==> config.mk <==
export PLATFORM = sky130hd
export DESIGN_NAME = battery_cell_voltage_collector_top
export DESIGN_NICKNAME = d
export VERILOG_FILES = /design/src/hdl/bcvc_pkg.sv /design/src/hdl/bcvc_bank.sv /design/src/hdl/battery_cell_voltage_collector_top.sv
export VERILOG_INCLUDE_DIRS = /design/src /design/src/hdl
export SDC_FILE = /design/constraint.sdc
export NUM_CORES = 1
export LEC_CHECK = 0
export ABC_AREA = 1
export BUFFER_PORTS_ARGS = -buffer_cell sky130_fd_sc_hd__buf_4
export CAP_MARGIN = 15
export CORE_ASPECT_RATIO = 1.5
export CORE_MARGIN = 4
export CORE_UTILIZATION = 60
export CTS_CLUSTER_SIZE = 14
export DETAILED_ROUTE_END_ITERATION = 10
export PLACE_DENSITY = 0.8
export SYNTH_ARGS = -nofsm -noshare
export SYNTH_HDL_FRONTEND = slang
export SYNTH_SLANG_ARGS = --single-unit
==> constraint.sdc <==
create_clock -name clk -period 7.8 [get_ports clk]
set_input_delay 1.17 -clock clk [delete_from_list [all_inputs] [get_ports clk]]
set_output_delay 1.17 -clock clk [all_outputs]
set_load 0.1 [all_outputs]
==> src/hdl/battery_cell_voltage_collector_top_assert.svh <==
`ifndef BATTERY_CELL_VOLTAGE_COLLECTOR_TOP_ASSERT_SVH
`define BATTERY_CELL_VOLTAGE_COLLECTOR_TOP_ASSERT_SVH

// same-cycle implication, checked on every edge outside reset
`define BCVC_ASSERT_NOW(label, clk, rst, cond, cons) \
  label: assert property (@(posedge clk) disable iff (rst) (cond) |-> (cons)) \
    else $error("bcvc assertion failed");

// implication into the following cycle
`define BCVC_ASSERT_NEXT(label, clk, rst, cond, cons) \
  label: assert property (@(posedge clk) disable iff (rst) (cond) |=> (cons)) \
    else $error("bcvc assertion failed");

`endif

==> src/hdl/bcvc_pkg.sv <==
package bcvc_pkg;

  localparam int unsigned CELL_W       = 16;
  localparam int unsigned ID_W         = 29;
  localparam int unsigned SUM_W        = 21;
  localparam int unsigned GROUP_SIZE   = 4;
  localparam int unsigned GSUM_W       = CELL_W + 2;
  localparam logic [4:0]  NIBBLE_BIAS  = 5'd9;
  localparam logic [4:0]  HALF_GROUPS  = 5'd3;
  localparam logic [SUM_W-1:0] SUM_MAX = {SUM_W{1'b1}};

  typedef struct packed {
    logic [ID_W-1:0]   frame_id;
    logic [CELL_W-1:0] cell_a;
    logic [CELL_W-1:0] cell_b;
    logic [CELL_W-1:0] cell_c;
    logic [CELL_W-1:0] cell_d;
  } in_item_t;

  typedef struct packed {
    logic              accepted;
    logic [SUM_W-1:0]  series_sum;
    logic              all_present;
  } out_item_t;

endpackage

==> src/hdl/bcvc_bank.sv <==
module bcvc_bank
  import bcvc_pkg::*;
#(
  parameter int unsigned NUM_CELLS = 24
) (
  input  logic      clk,
  input  logic      rst,
  input  logic      commit,
  input  in_item_t  item,
  output out_item_t res,
  output logic      ready
);

  localparam int unsigned NUM_GROUPS = NUM_CELLS / GROUP_SIZE;
  localparam int unsigned GIDX_W     = (NUM_GROUPS > 1) ? $clog2(NUM_GROUPS) : 1;
  localparam int unsigned RAW_TOT_W  = $clog2(NUM_GROUPS * GROUP_SIZE * 65535 + 1);
  localparam int unsigned TOT_W      = (RAW_TOT_W > SUM_W) ? RAW_TOT_W : SUM_W;
  localparam logic        FULL_COVER = ((NUM_CELLS % GROUP_SIZE) == 0);

  // per-group sum of the four stored cells, and one seen bit per group
  logic [GSUM_W-1:0]     gsum [NUM_GROUPS];
  logic [NUM_GROUPS-1:0] seen;
  logic [NUM_GROUPS-1:0] seen_next;
  logic [TOT_W-1:0]      total;
  logic [TOT_W-1:0]      total_next;
  logic                  ready_next;

  logic [4:0]            shifted;
  logic [4:0]            offset;
  logic [GIDX_W-1:0]     gidx;
  logic                  hit;
  logic [GSUM_W-1:0]     new_gsum;
  logic [GSUM_W-1:0]     old_gsum;

  always_comb begin
    shifted  = {1'b0, item.frame_id[11:8]} + (item.frame_id[0] ? HALF_GROUPS : 5'd0);
    offset   = shifted - NIBBLE_BIAS;
    hit      = (shifted >= NIBBLE_BIAS) && (offset < 5'(NUM_GROUPS));
    gidx     = offset[GIDX_W-1:0];
    new_gsum = GSUM_W'(item.cell_a) + GSUM_W'(item.cell_b)
             + GSUM_W'(item.cell_c) + GSUM_W'(item.cell_d);
    old_gsum = hit ? gsum[gidx] : '0;

    seen_next  = seen;
    total_next = total;
    if (hit) begin
      seen_next[gidx] = 1'b1;
      total_next = total - TOT_W'(old_gsum) + TOT_W'(new_gsum);
    end
    ready_next = ready | (hit & FULL_COVER & (&seen_next));

    res.accepted    = hit;
    res.series_sum  = (total_next > TOT_W'(SUM_MAX)) ? SUM_MAX : total_next[SUM_W-1:0];
    res.all_present = ready_next;
  end

  always_ff @(posedge clk) begin
    if (rst) begin
      seen  <= '0;
      total <= '0;
      ready <= 1'b0;
    end else if (commit) begin
      seen  <= seen_next;
      total <= total_next;
      ready <= ready_next;
    end
  end

  // group sums reset too: cells read as zero before first write
  always_ff @(posedge clk) begin
    if (rst) begin
      for (int i = 0; i < NUM_GROUPS; i++) begin
        gsum[i] <= '0;
      end
    end else if (commit && hit) begin
      gsum[gidx] <= new_gsum;
    end
  end

endmodule

==> src/hdl/battery_cell_voltage_collector_top.sv <==
// channel  | handshake           | payload
// ---------+---------------------+-----------------------------------------
// frame    | frame_valid / stall | in_item_t: frame_id, cell_a .. cell_d
// result   | result_valid / stall| out_item_t: accepted, series_sum, all_present
//
// one item per cycle while result_stall is low; the result passes through the input
// register and the result register around the group update
// the running total is patched by one group sum a cycle while items advance, so no
// adder tree spans all cells
// rst is synchronous: clears the seen marks, group sums, total and ready flag
// a stalled result holds; frame_stall rises only while a finished item waits
module battery_cell_voltage_collector_top
  import bcvc_pkg::*;
#(
  parameter int unsigned NUM_CELLS = 24
) (
  input  logic      clk,
  input  logic      rst,
  input  logic      frame_valid,
  output logic      frame_stall,
  input  in_item_t  frame,
  output logic      result_valid,
  input  logic      result_stall,
  output out_item_t result
);

  `include "battery_cell_voltage_collector_top_assert.svh"

  // input register
  logic      s1_valid;
  logic      s1_valid_next;
  in_item_t  s1_item;

  // bank result for the item in the input register
  out_item_t bank_res;
  logic      bank_ready;

  logic      take_in;
  logic      advance;
  logic      result_valid_next;

  always_comb begin
    // item moves on when the result register is empty or being drained
    advance           = s1_valid && (!result_valid || !result_stall);
    frame_stall       = s1_valid && !advance;
    take_in           = frame_valid && !frame_stall;
    s1_valid_next     = take_in || (s1_valid && !advance);
    result_valid_next = advance || (result_valid && result_stall);
  end

  always_ff @(posedge clk) begin
    if (rst) begin
      s1_valid     <= 1'b0;
      result_valid <= 1'b0;
    end else begin
      s1_valid     <= s1_valid_next;
      result_valid <= result_valid_next;
    end
  end

  // payload registers, no reset needed
  always_ff @(posedge clk) begin
    if (take_in) begin
      s1_item <= frame;
    end
    if (advance) begin
      result <= bank_res;
    end
  end

  // state update commits in the same edge the result is captured
  bcvc_bank #(
    .NUM_CELLS(NUM_CELLS)
  ) u_bank (
    .clk   (clk),
    .rst   (rst),
    .commit(advance),
    .item  (s1_item),
    .res   (bank_res),
    .ready (bank_ready)
  );

  // back-pressure only comes from a full input register
  `BCVC_ASSERT_NOW(a_stall_needs_item, clk, rst, frame_stall, s1_valid)
  // the ready flag is sticky until reset
  `BCVC_ASSERT_NEXT(a_ready_sticky, clk, rst, bank_ready, bank_ready)
  // a new result always comes from an item that sat in the input register
  `BCVC_ASSERT_NOW(a_result_source, clk, rst, $rose(result_valid), $past(s1_valid))

endmodule
-- After elaboration in Yosys (flattened, before gate mapping)
Memory sizes are Yosys's and may differ from the RTL's.
Cells that the tools add are included.
- add/sub/neg operators: 7
- multiply operators: 0
- div/mod/pow operators: 0
- magnitude comparators: 5
- eq/ne operators: 0
- shift-type cells: 0
- multiplexer cells: 14
- bitwise gates (word level): 3
- reduce and logical (&&, ||, !) cells: 16
- operators by type and width (cell ; count):
    adder 18 x 16 -> 18 bit ; 2
    2-to-1 mux 18 bit ; 2
    adder 21 x 18 -> 21 bit ; 1
    > comparator 21 bit (second input constant) ; 1
    2-to-1 mux 21 bit ; 1
    subtractor 21 x 18 -> 21 bit ; 1
    OR reduction 18 bit ; 1
    adder 16 x 16 -> 17 bit ; 1
    logical AND 1 bit ; 7
    2-to-1 mux 1 bit ; 7
    2-to-1 mux 6 bit ; 1
    bitwise OR 6 bit ; 1
    AND reduction 6 bit ; 1
    adder 4 x 2 -> 5 bit ; 1
    >= comparator 5 x 4 -> 1 bit (second input constant) ; 1
    less-than comparator 5 x 3 -> 1 bit (second input constant) ; 1
    subtractor 5 x 4 -> 5 bit (second input constant) ; 1
    logical NOT 1 bit ; 4
    less-than comparator 3 x 4 -> 1 bit (second input constant) ; 1
    demux 1 bit (select 3 bit) ; 1
    >= comparator 3 x 1 -> 1 bit (second input constant) ; 1
    logical OR 1 bit ; 3
    2-to-1 mux 3 bit ; 1
    2-to-1 mux 2 bit ; 1
    2 further kinds ; 2
- register bits after elaboration: 129
- latch bits: 0
- bits in writable memories: 108
- ROM bits: 0
- input port bits: 97
- memories: 1
- memory list (name ; depth ; bits a word ; read ports ; clocked after Yosys merged registers in ; wr ports ; line ; RTL):
    u_bank.gsum ; 6 ; 18 ; 1 ; 0 ; 6 ; bcvc_bank.sv:21 ; logic [GSUM_W-1:0] gsum [NUM_GROUPS];

-- Logic depth before layout (Yosys ltp)
Gate-level depths: netlist of run 1.
- word-level depth: 12
- depth in mapped cells: 33

-- Cells and area by module
From an unflattened synthesis of run 1, not the netlist that was laid out.
- cell total of the unflattened synthesis: 1298
- area, all modules: 14585.2 um2
- modules (own cells, without submodules) (module ; times used ; cells an instance ; area an instance (um2) ; sequential area each (um2)):
    bcvc_bank ; 1 ; 1170 ; 11010.6 ; 4884.7
    battery_cell_voltage_collector_top ; 1 ; 128 ; 3574.7 ; 3523.4

-- Worst setup path before layout of run 1
Ideal clock, no wire load.
- kind: reg2reg
- start point: register s1_item[34] (netlist bit)
- end point: register result[18] (netlist bit) (data pin)
- data arrival time: 5319 ps
- data required time: 7545 ps
- setup slack: 2225 ps
- cell stages (with the launch flop): 29
- clock period less this slack: 5575 ps
- path through: edfxtp_1 -> ha_1 -> a21oi_1 -> nand2_1 -> a21oi_1 -> o21ai_0 -> a21boi_0 -> o21ai_0 -> xnor2_1 -> fa_1 -> inv_1 -> ha_1 -> inv_1 -> nor3_1 -> nand3_1 -> nand4_1 -> a21o_1 -> xor2_1 -> inv_1 -> fa_1 -> ha_1 -> a21o_1 -> a21oi_1 -> a21boi_0 -> nand2_1 -> xor2_1 -> nand2_1 -> o21ai_0 -> inv_1
- longest elaborated chain between the ends: 6
- ends and longest elaborated chain (item ; line ; RTL):
    from (decl) ; battery_cell_voltage_collector_top.sv:32 ; in_item_t s1_item;
    from (signal assigned) ; battery_cell_voltage_collector_top.sv:64 ; s1_item <= frame;
    adder 16 x 16 -> 17 bit (*) ; bcvc_bank.sv:40 ; new_gsum = GSUM_W'(item.cell_a) + GSUM_W'(item.cell_b)
    adder 18 x 16 -> 18 bit (*) (2 in series) ; bcvc_bank.sv:41 ; + GSUM_W'(item.cell_c) + GSUM_W'(item.cell_d);
    adder 21 x 18 -> 21 bit (*) ; bcvc_bank.sv:48 ; total_next = total - TOT_W'(old_gsum) + TOT_W'(new_gsum);
    2-to-1 mux 21 bit (*) ; bcvc_bank.sv:46 ; if (hit) begin
    > comparator 21 bit ; bcvc_bank.sv:53 ; res.series_sum = (total_next > TOT_W'(SUM_MAX)) ? SUM_MAX : total_next[SUM_W-1:0];
    to (signal assigned) ; battery_cell_voltage_collector_top.sv:67 ; result <= bank_res;
    to (decl) ; battery_cell_voltage_collector_top.sv:24 ; output out_item_t result
Every way passes the cells marked *; elsewhere a longest branch is shown, timed or not.
A chain may end at the register's enable or synchronous reset.

-- Worst setup path in the final report of run 1
Ends and elaborated chain as after synthesis.

==> out/qor.csv, run 1 <==
metric,value,unit
status,"finished, final reports clean",
final_common_cell,edfxtp_1,
die_h,194.4,µm
place.gp.congestion,0.9022,
worstPathRequired,8.08,ns
end_kind,register,
antenna_cells,0,
nNetsFinal,1642,
grt_pass1_vias,10080,
setup_viol,0,
drtAntennaViolNets,0,
initial_utilization,0.6074,
p_seq_frac,0.271,
synth-compound-area-share,0.08704,
grt_pass1_wl,48.81,mm
ys_ff_latch,266,
layout-drive-gt1-share,0.1124,
synth_xor_area_frac,0.02898,
vias_per_cell,5.624,
startpoint_type,register,
p_leak,6.859,nW
cts_tree,yes,
io_buffers,97,
drt_wl_total,30.46,mm
synth_fa_ha_area_frac,0.1046,
synth_cell_type_count,42,
grt_usage,0.2372,
muxShareOfSynthArea,0.02592,
finalCritPeriodShare,0.8441,
cts_buffers,25,
netlist_instances,1319,
final_cell_mix,"edfxtp_1, nor2_1, inv_1",
synth_area_leader_cell,edfxtp_1,
slew_headroom,0.2636,
wire_per_inst,17.42,µm
vdd_drop_max,0.0002231,V
post-dp-hpwl,21.21,mm
fp-row-count,68,
clock_path_buffers,3,
worst_slew_pin_slew,1.102,ns
maxCapViolCount,0,
arrival,6.86,ns
clock_skew,0.01621,ns
root_buffer,clkbuf_16,
first_pass_iters,5,
post_cts_buffers,0,
synth_simple_gate_area_frac,0.1361,
clk_pin_slew,0.07,ns
sw_frac_of_total,0.4452,
hold_viol,0,
ctsHoldBuffers,0,
synth_top_area_frac,0.5098,
fmax,151.9,MHz
drv_slew,0,
area_delta_synth_final,13.59,%
h-tree-depth,1,
overflow,0,
ios,122,
clockPowerShare,0.191,
worstSkewPairLatency,0.53,ns
synth_area_leaders,"edfxtp_1, nor2_1, fa_1",
synth_top_family_by_area,simple AND/OR/NAND/NOR gates,
p_comb_frac,0.537,
cp_max_fo,5,
ys_warn_count,0,
antenna_found_initial,0,
die_area,0.02572,mm²
period_needed,6.584,ns
setup_tns,0,ns
drc_errors,0,
grt_max_degree,70,
p_int,0.003518,W
pwr_density_cell,401.6,mW/mm²
fin_hold_ws,0.4588,ns
vias,9831,
post_cts_resized,0,
path_class,register to register,
syn_area_per_cell,10.54,µm²
die_x,132.3,µm
p_switching,0.002823,W
syn_area,0.01390,mm²
rsz0062_at_grt,false,
yosysSeqAreaShare,0.5530,
first_iter_violations,662,
clock_sinks,266,
hp-class,register to register,
core_area,0.02289,mm²
-- power groups by stage --
| stage | Clock (W) | Combinational [W] | Sequential [W] |
|---|---|---|---|
| 3_5_place_dp | 0 | 0.00334 | 0.00175 |
| 6_report | 0.00121 | 0.00341 | 0.00172 |
| 4_1_cts | 0.00122 | 0.00337 | 0.00172 |
| 2_1_floorplan | 0 | 0.00236 | 0.00192 |
| 3_3_place_gp | 0 | 0.00329 | 0.00175 |
| 5_1_grt | 0.00128 | 0.00378 | 0.00173 |
-- flip-flops by register name, indices dropped and copies added, names as in the netlist --
name          count
result           23
s1_valid          1
u_bank.gsum     144
s1_item          69
u_bank.seen       6
u_bank.ready      1
u_bank.total     21
result_valid      1
-- through the flow --
stage | std cells | util | instance area (µm²) | worst slack, ns | total power, W
global route | 1748 | 0.6899 | 15790 | 0.6066 | 0.006796
CTS | 1748 | 0.6899 | 15790 | 1.231 | 0.006315
finish | 1748 | 0.6899 | 15790 | 1.216 | 0.006341
global placement | 1704 | 0.6545 | 14980 | 1.355 | 0.005034
detailed placement | 1704 | 0.6545 | 14980 | 1.285 | 0.005095
floorplan | 1354 | - | 14030 | 2.225 | 0.004282
-- critical path: stages (launching register included) --
cell and delay (ns):
edfxtp_1 0.36, ha_1 0.36, a21oi_1 0.15, nand2_1 0.11, a21oi_1 0.31, o21ai_0 0.25
a21boi_0 0.33, o21ai_0 0.17, xnor2_1 0.17, fa_1 0.49, inv_1 0.04, ha_1 0.37
inv_1 0.09, nor3_1 0.27, nand3_1 0.15, nand4_1 0.22, a21oi_1 0.11, xor2_1 0.42
fa_1 0.51, ha_1 0.37, nand2_1 0.12, nor4_1 0.32, nand2_1 0.11, nand2_1 0.11
xor2_1 0.20, nand2_1 0.07, o21ai_0 0.10, inv_1 0.05
-- synth_stat cells (all sizes together) --
| library cell | count |
|---|---|
| o31ai | 6 |
| nor3 | 9 |
| a22oi | 18 |
| ha | 57 |
| a31oi | 3 |
| o21ai | 96 |
| o211a | 2 |
| nand4 | 9 |
| a31o | 1 |
| nor2 | 207 |
| a21oi | 62 |
| or2 | 1 |
| o211ai | 1 |
| nand2 | 153 |
| a21o | 7 |
| inv | 180 |
| o21a | 3 |
| a21boi | 7 |
| mux2i | 36 |
| clkbuf | 11 |
| conb | 1 |
| edfxtp | 236 |
| clkinv | 3 |
| o21bai | 6 |
| xnor2 | 16 |
| dfxtp | 30 |
| buf | 25 |
| fa | 37 |
| xor2 | 30 |
| nor4 | 6 |
| nand3 | 60 |
-- routing by layer --
metal,vias up,GRT usage,wire (µm)
li1,4687,-,-
met1,4633,0.2656,10950
met2,428,0.4454,16380
met3,83,0.03263,2034
met4,0,0.1055,1082
met5,-,0,0
-- path summary, 6_finish.rpt --
kind	startpoint	end	slack (ns)	depth (start not counted)
max	s1_item[34]	result[18]	1.22	27
min	u_bank.ready	u_bank.ready	0.46	2
max reg2reg	s1_item[34]	result[18]	1.22	27
min reg2reg	u_bank.ready	u_bank.ready	0.46	2
-- logic make-up after synthesis --
group / count (synthesis)
XOR/XNOR: 46
flip-flops: 266
multiplexers: 36
AO/OA/AOI/OAI: 212
other: 1
AND/OR/NAND/NOR: 445
buffers and inverters: 219
adder cells (fa/ha/maj): 94
-- area by class of cell --
class | count | area, µm²
timing repair buffer | 106 | 795.8
multi-input combinational | 869 | 5459
fill | 1621 | 7097
clock inverter | 7 | 90.09
clock buffer | 37 | 720.7
tap | 280 | 350.3
inverter | 183 | 686.9
sequential | 266 | 7687
(Power assumes the default switching activity.)
==> run 2: changes to the inputs <==
==> constraint.sdc (replaced) <==
create_clock -name clk -period 6.55 [get_ports clk]
set_input_delay 0.9825 -clock clk [delete_from_list [all_inputs] [get_ports clk]]
set_output_delay 0.9825 -clock clk [all_outputs]
set_load 0.1 [all_outputs]
==> run 2 against run 1 <==
Net effect:
- register-to-register slack lost 0.80 ns
- worst hold slack improved by 0.0090 ns
- design area is 0.53% higher
- combinational power increased by 22%
- global-route usage rose by 0.27 points
- non-clock buffer count rose by 10
- total power increased by 21%
- sequential power increased by 19%
- critical endpoint unchanged
- die area is the same
==> out/qor.csv, run 2 (synthesis results as in run 1) <==
metric,value,unit
worstPathRequired,6.82,ns
rsz0062_at_grt,false,
setup_viol,0,
worstSkewPairLatency,0.52,ns
post_cts_buffers,0,
grt_util_met1,0.2656,
final_common_cell,edfxtp_1,
vias,9734,
antenna_found_initial,0,
clockPowerShare,0.187,
p_leak,6.908,nW
finalCritPeriodShare,0.9372,
p_comb_frac,0.545,
die_x,132.3,µm
cts_buffers,25,
nNetsFinal,1652,
cp_max_fo,5,
clock_skew,0.01250,ns
cp_slowest_cell,fa_1,
fill_cells,1674,
arrival,6.41,ns
path_class,register to register,
wire_per_inst,17.57,µm
top_usage_layer,met2,
fin_hold_ws,0.4678,ns
p_seq_frac,0.268,
antenna_cells,0,
slew_headroom,0.2923,
grt_pass1_wl,49.20,mm
critical_path_buf_inv_count,4,
place.gp.congestion,0.9060,
hp-class,register to register,
hold_viol,0,
clock_sinks,266,
fp-row-count,68,
layout-drive-gt1-share,0.1197,
initial_utilization,0.6074,
largest_reg_flops,144,
cpMostUsedCell,inv_1,
pwr_density_cell,482.4,mW/mm²
status,"finished, final reports clean",
p_switching,0.003426,W
dp_cells,1714,
core_area,0.02289,mm²
drtAntennaViolNets,0,
grt_pass1_vias,10160,
grt_usage,0.2398,
area_delta_synth_final,14.19,%
clk_pin_slew,0.07,ns
maxCapViolCount,0,
h-tree-depth,1,
io_buffers,97,
first_pass_iters,5,
vdd_drop_max,0.0003051,V
root_buffer,clkbuf_16,
fmax,162.9,MHz
grtUsageMet2,0.4604,
sw_frac_of_total,0.4475,
cp_top_family,adder cells,
die_area,0.02572,mm²
first_iter_violations,768,
top_register,u_bank.gsum,
clock_path_buffers,3,
drt_wl_total,30.90,mm
worst_slew_pin_slew,1.059,ns
final_cell_count_no_fill,1759,
grt_max_degree,70,
overflow,0,
startpoint_type,register,
end_kind,register,
ios,122,
vias_per_cell,5.534,
period_needed,6.139,ns
reg_top3,"u_bank.gsum: 144 flops, s1_item: 69 flops, result: 23 flops",
drv_slew,0,
cts_tree,yes,
slowest_delay,0.49,ns
setup_tns,0,ns
die_h,194.4,µm
drc_errors,0,
p_int,0.004231,W
final_cell_mix,"edfxtp_1, nor2_1, inv_1",
gr-usage-met3,0.02952,
post-dp-hpwl,21.87,mm
run 2: cell types whose count changed in the layout (fill, tap and decap cells not counted), moves of 2 or more:
| cell | delta |
|---|---|
| buf_4 | +10 |
| a21boi_0 | -2 |
| a21boi_1 | +2 |
| clkinv_4 | -2 |
| clkinv_1 | +3 |
| xor2_1 | -2 |
| xor2_2 | +2 |
run 2: layout make-up:
cell class	count	area (µm²)	share of cell area
Timing Repair Buffer	116	870.8	0.05486
Inverter	183	686.9	0.04327
Clock inverter	10	95.09	0.005990
Clock buffer	35	703.2	0.04430
Multi-Input combinational cell	869	5480	0.3452
Sequential cell	266	7687	0.4843
Tap cell	280	350.3	0.02207
run 2: layer usage:
metal,part of all wire,wire (µm),up-vias
li1,-,-,4700
met1,0.36,11050,4577
met2,0.54,16710,380
met3,0.064,1970,77
met4,0.038,1164,0
met5,0,0,-
run 2: worst paths after layout:
check                                     from             end  slack (ns)  cells past startpoint
worst min-delay path            u_bank.seen[5]  u_bank.seen[5]        0.47                      2
worst max register to register     s1_item[34]      result[18]        0.41                     28
worst max-delay path               s1_item[34]      result[18]        0.41                     28
worst min register to register  u_bank.seen[5]  u_bank.seen[5]        0.47                      2
run 2: repair_timing:
action / in CTS / in global routing
hold endpoints to repair: 0 / 0
resized for setup: 0 / 7
endpoints found under the setup margin: 0 / 10
hold buffers: 0 / 0
run 2: stage by stage:
| stage | setup WS, ns | total power, W | util | instance area, µm² |
|---|---|---|---|---|
| 2_1_floorplan | 0.9755 | 0.005099 | - | 14030 |
| 3_3_place_gp | 0.3509 | 0.006095 | 0.6577 | 15050 |
| 3_5_place_dp | 0.2570 | 0.006162 | 0.6577 | 15050 |
| 4_1_cts | 0.2494 | 0.007607 | 0.6925 | 15850 |
| 5_1_grt | 0.004573 | 0.008202 | 0.6936 | 15870 |
| 6_report | 0.4110 | 0.007657 | 0.6936 | 15870 |
run 2: worst reg2reg max path, delay by kind of cell (launching register included):
kind / cells / cell delay (ns)
AO/OA/AOI/OAI: 10 / 1.75
XOR/XNOR: 3 / 0.55
adder cells (fa/ha/maj): 5 / 2.07
buffers and inverters: 4 / 0.31
flip-flops: 1 / 0.38
AND/OR/NAND/NOR: 6 / 0.86
run 2: power by group through the flow:
stage / Combinational, W / Sequential, W / Clock (W)
final: 0.00417 / 0.00205 / 0.00143
after CTS: 0.00411 / 0.00205 / 0.00145
after global placement: 0.00401 / 0.00208 / 0
after global routing: 0.00462 / 0.00206 / 0.00152
after floorplan: 0.00281 / 0.00229 / 0
after detailed placement: 0.00408 / 0.00209 / 0
==> run 3: changes to the inputs <==
--- a/config.mk
+++ b/config.mk
@@ -15,6 +15,7 @@
 export CTS_CLUSTER_SIZE = 14
 export DETAILED_ROUTE_END_ITERATION = 10
 export PLACE_DENSITY = 0.8
+export RECOVER_POWER = 100
 export SYNTH_ARGS = -nofsm -noshare
 export SYNTH_HDL_FRONTEND = slang
 export SYNTH_SLANG_ARGS = --single-unit
==> run 3 against run 2 <==
Net effect:
- the flow now finishes with violations (max-capacitance violations, max-slew violations)
- global-route usage unchanged
- worst hold slack worse by 0.0011 ns
- sequential power about the same
- cell count is the same
- wire length up 0.21%
- combinational power is 2% lower
- worst setup slack worse by 0.089 ns
- largest cell class unchanged
==> out/qor.csv, run 3 (synthesis results as in run 1) <==
metric,value,unit
status,"finished, violations left",
failed_checks,"max-capacitance violations, max-slew violations",
grt_pass1_vias,10160,
arrival,6.48,ns
top_register,u_bank.gsum,
fill_cells,1720,
worstSkewPairLatency,0.53,ns
clock_path_buffers,3,
worstPathRequired,6.81,ns
largest_reg_flops,144,
slowest_delay,0.61,ns
clock_sinks,266,
drt_wl_total,30.96,mm
nNetsFinal,1652,
critical_path_buf_inv_count,3,
io_buffers,97,
initial_utilization,0.6074,
post-route-util,0.6859,
crit_path_cell_trace,ha_1 -> fa_1 -> inv_1 -> ha_1 -> inv_1 -> nor2_4 -> a21oi_4 -> nand2_1 -> inv_1 -> nand3_1 -> fa_1 -> ha_1 -> a21oi_1 -> a21boi_0 -> nand3_1 -> nand3_1 -> nand2_1 -> xor2_1 -> nand2_1 -> o21ai_0,
ios,122,
drv_slew,70,
grt_pass1_wl,49.20,mm
end_kind,register,
maxCapViolCount,1,
core_area,0.02289,mm²
first_pass_iters,5,
setup_viol,0,
die_area,0.02572,mm²
die_h,194.4,µm
wire_per_inst,17.60,µm
ctsHoldBuffers,0,
dp_cells,1714,
cp_max_fo,20,
layout-drive-gt1-share,0.08925,
vias,9793,
final_common_cell,edfxtp_1,
path_class,register to register,
setup_tns,0,ns
post_cts_buffers,0,
antenna_found_initial,0,
fp-row-count,68,
grt_max_degree,70,
hp-class,register to register,
antenna_cells,0,
p_leak,6.744,nW
fin_hold_ws,0.4668,ns
pwr_density_cell,483.0,mW/mm²
period_needed,6.228,ns
root_buffer,clkbuf_16,
drc_errors,0,
first_iter_violations,761,
startpoint_type,register,
hold_viol,0,
final_cell_mix,"edfxtp_1, nor2_1, inv_1",
worst_slew_pin_slew,3.495,ns
rsz0062_at_grt,false,
reg_top3,"u_bank.gsum: 144 flops, s1_item: 69 flops, result: 23 flops",
overflow,0,
vdd_drop_max,0.0002851,V
clk_pin_slew,0.07,ns
clock_skew,0.01302,ns
cts_tree,yes,
post-dp-hpwl,21.87,mm
fmax,160.6,MHz
cp_top_family,simple AND/OR/NAND/NOR gates,
area_delta_synth_final,12.93,%
cts_buffers,25,
grt_usage,0.2398,
h-tree-depth,1,
vias_per_cell,5.567,
cp_slowest_cell,nand2_1,
place.gp.congestion,0.9060,
slew_headroom,-1.330,
die_x,132.3,µm
finalCritPeriodShare,0.9509,
drtAntennaViolNets,0,
final_cell_count_no_fill,1759,
## run 3: report_power, final
| group | leakage (nW) | switching (W) | internal [W] |
|---|---|---|---|
| clock network | 0.392 | 0.000606 | 0.000824 |
| logic | 3.75 | 0.00276 | 0.00134 |
| registers | 2.60 | 0.0000474 | 0.00200 |
| total | 6.74 | 0.00341 | 0.00417 |
## run 3: timing repair
item	4_1_cts	5_1_grt
endpoints found under the setup margin	0	10
endpoints found under the hold margin	0	0
gates resized for setup	0	7
## run 3: routing by layer
layer / share of wire / global-route usage / vias to the layer above
li1: - / - / 4705
met1: 0.36 / 0.2656 / 4621
met2: 0.54 / 0.4604 / 386
met3: 0.069 / 0.02952 / 81
met4: 0.039 / 0.09823 / 0
met5: 0 / 0 / -
## run 3: final cells by class
type | instances | area [µm²] | share of cell area
timing repair buffer | 116 | 754.5 | 0.04806
sequential | 266 | 7687 | 0.4897
clock inverter | 10 | 95.09 | 0.006058
tap | 280 | 350.3 | 0.02232
multi-input combinational | 869 | 5420 | 0.3453
inverter | 183 | 686.9 | 0.04376
clock buffer | 35 | 703.2 | 0.04480
## run 3: tightest hold or removal path, cell delays in order (launching register included)
cell and delay [ns]:
dfxtp_1 0.31, nand2_1 0.06, nand2_1 0.05
## run 3: worst paths after layout
kind / start / to / slack (ns) / cells past startpoint
setup / recovery: s1_item[64] / result[17] / 0.32 / 20
hold / removal: u_bank.ready / u_bank.ready / 0.47 / 2
setup reg to reg: s1_item[64] / result[17] / 0.32 / 20
hold reg to reg: u_bank.ready / u_bank.ready / 0.47 / 2
## run 3: stage by stage
step	total power, W	cell area, µm²	setup WS [ns]
after floorplan	0.005099	14030	0.9755
after global routing	0.008134	15700	0.009058
final	0.007582	15700	0.3219
after detailed placement	0.006162	15050	0.2570
after CTS	0.007607	15850	0.2494
after global placement	0.006095	15050	0.3509
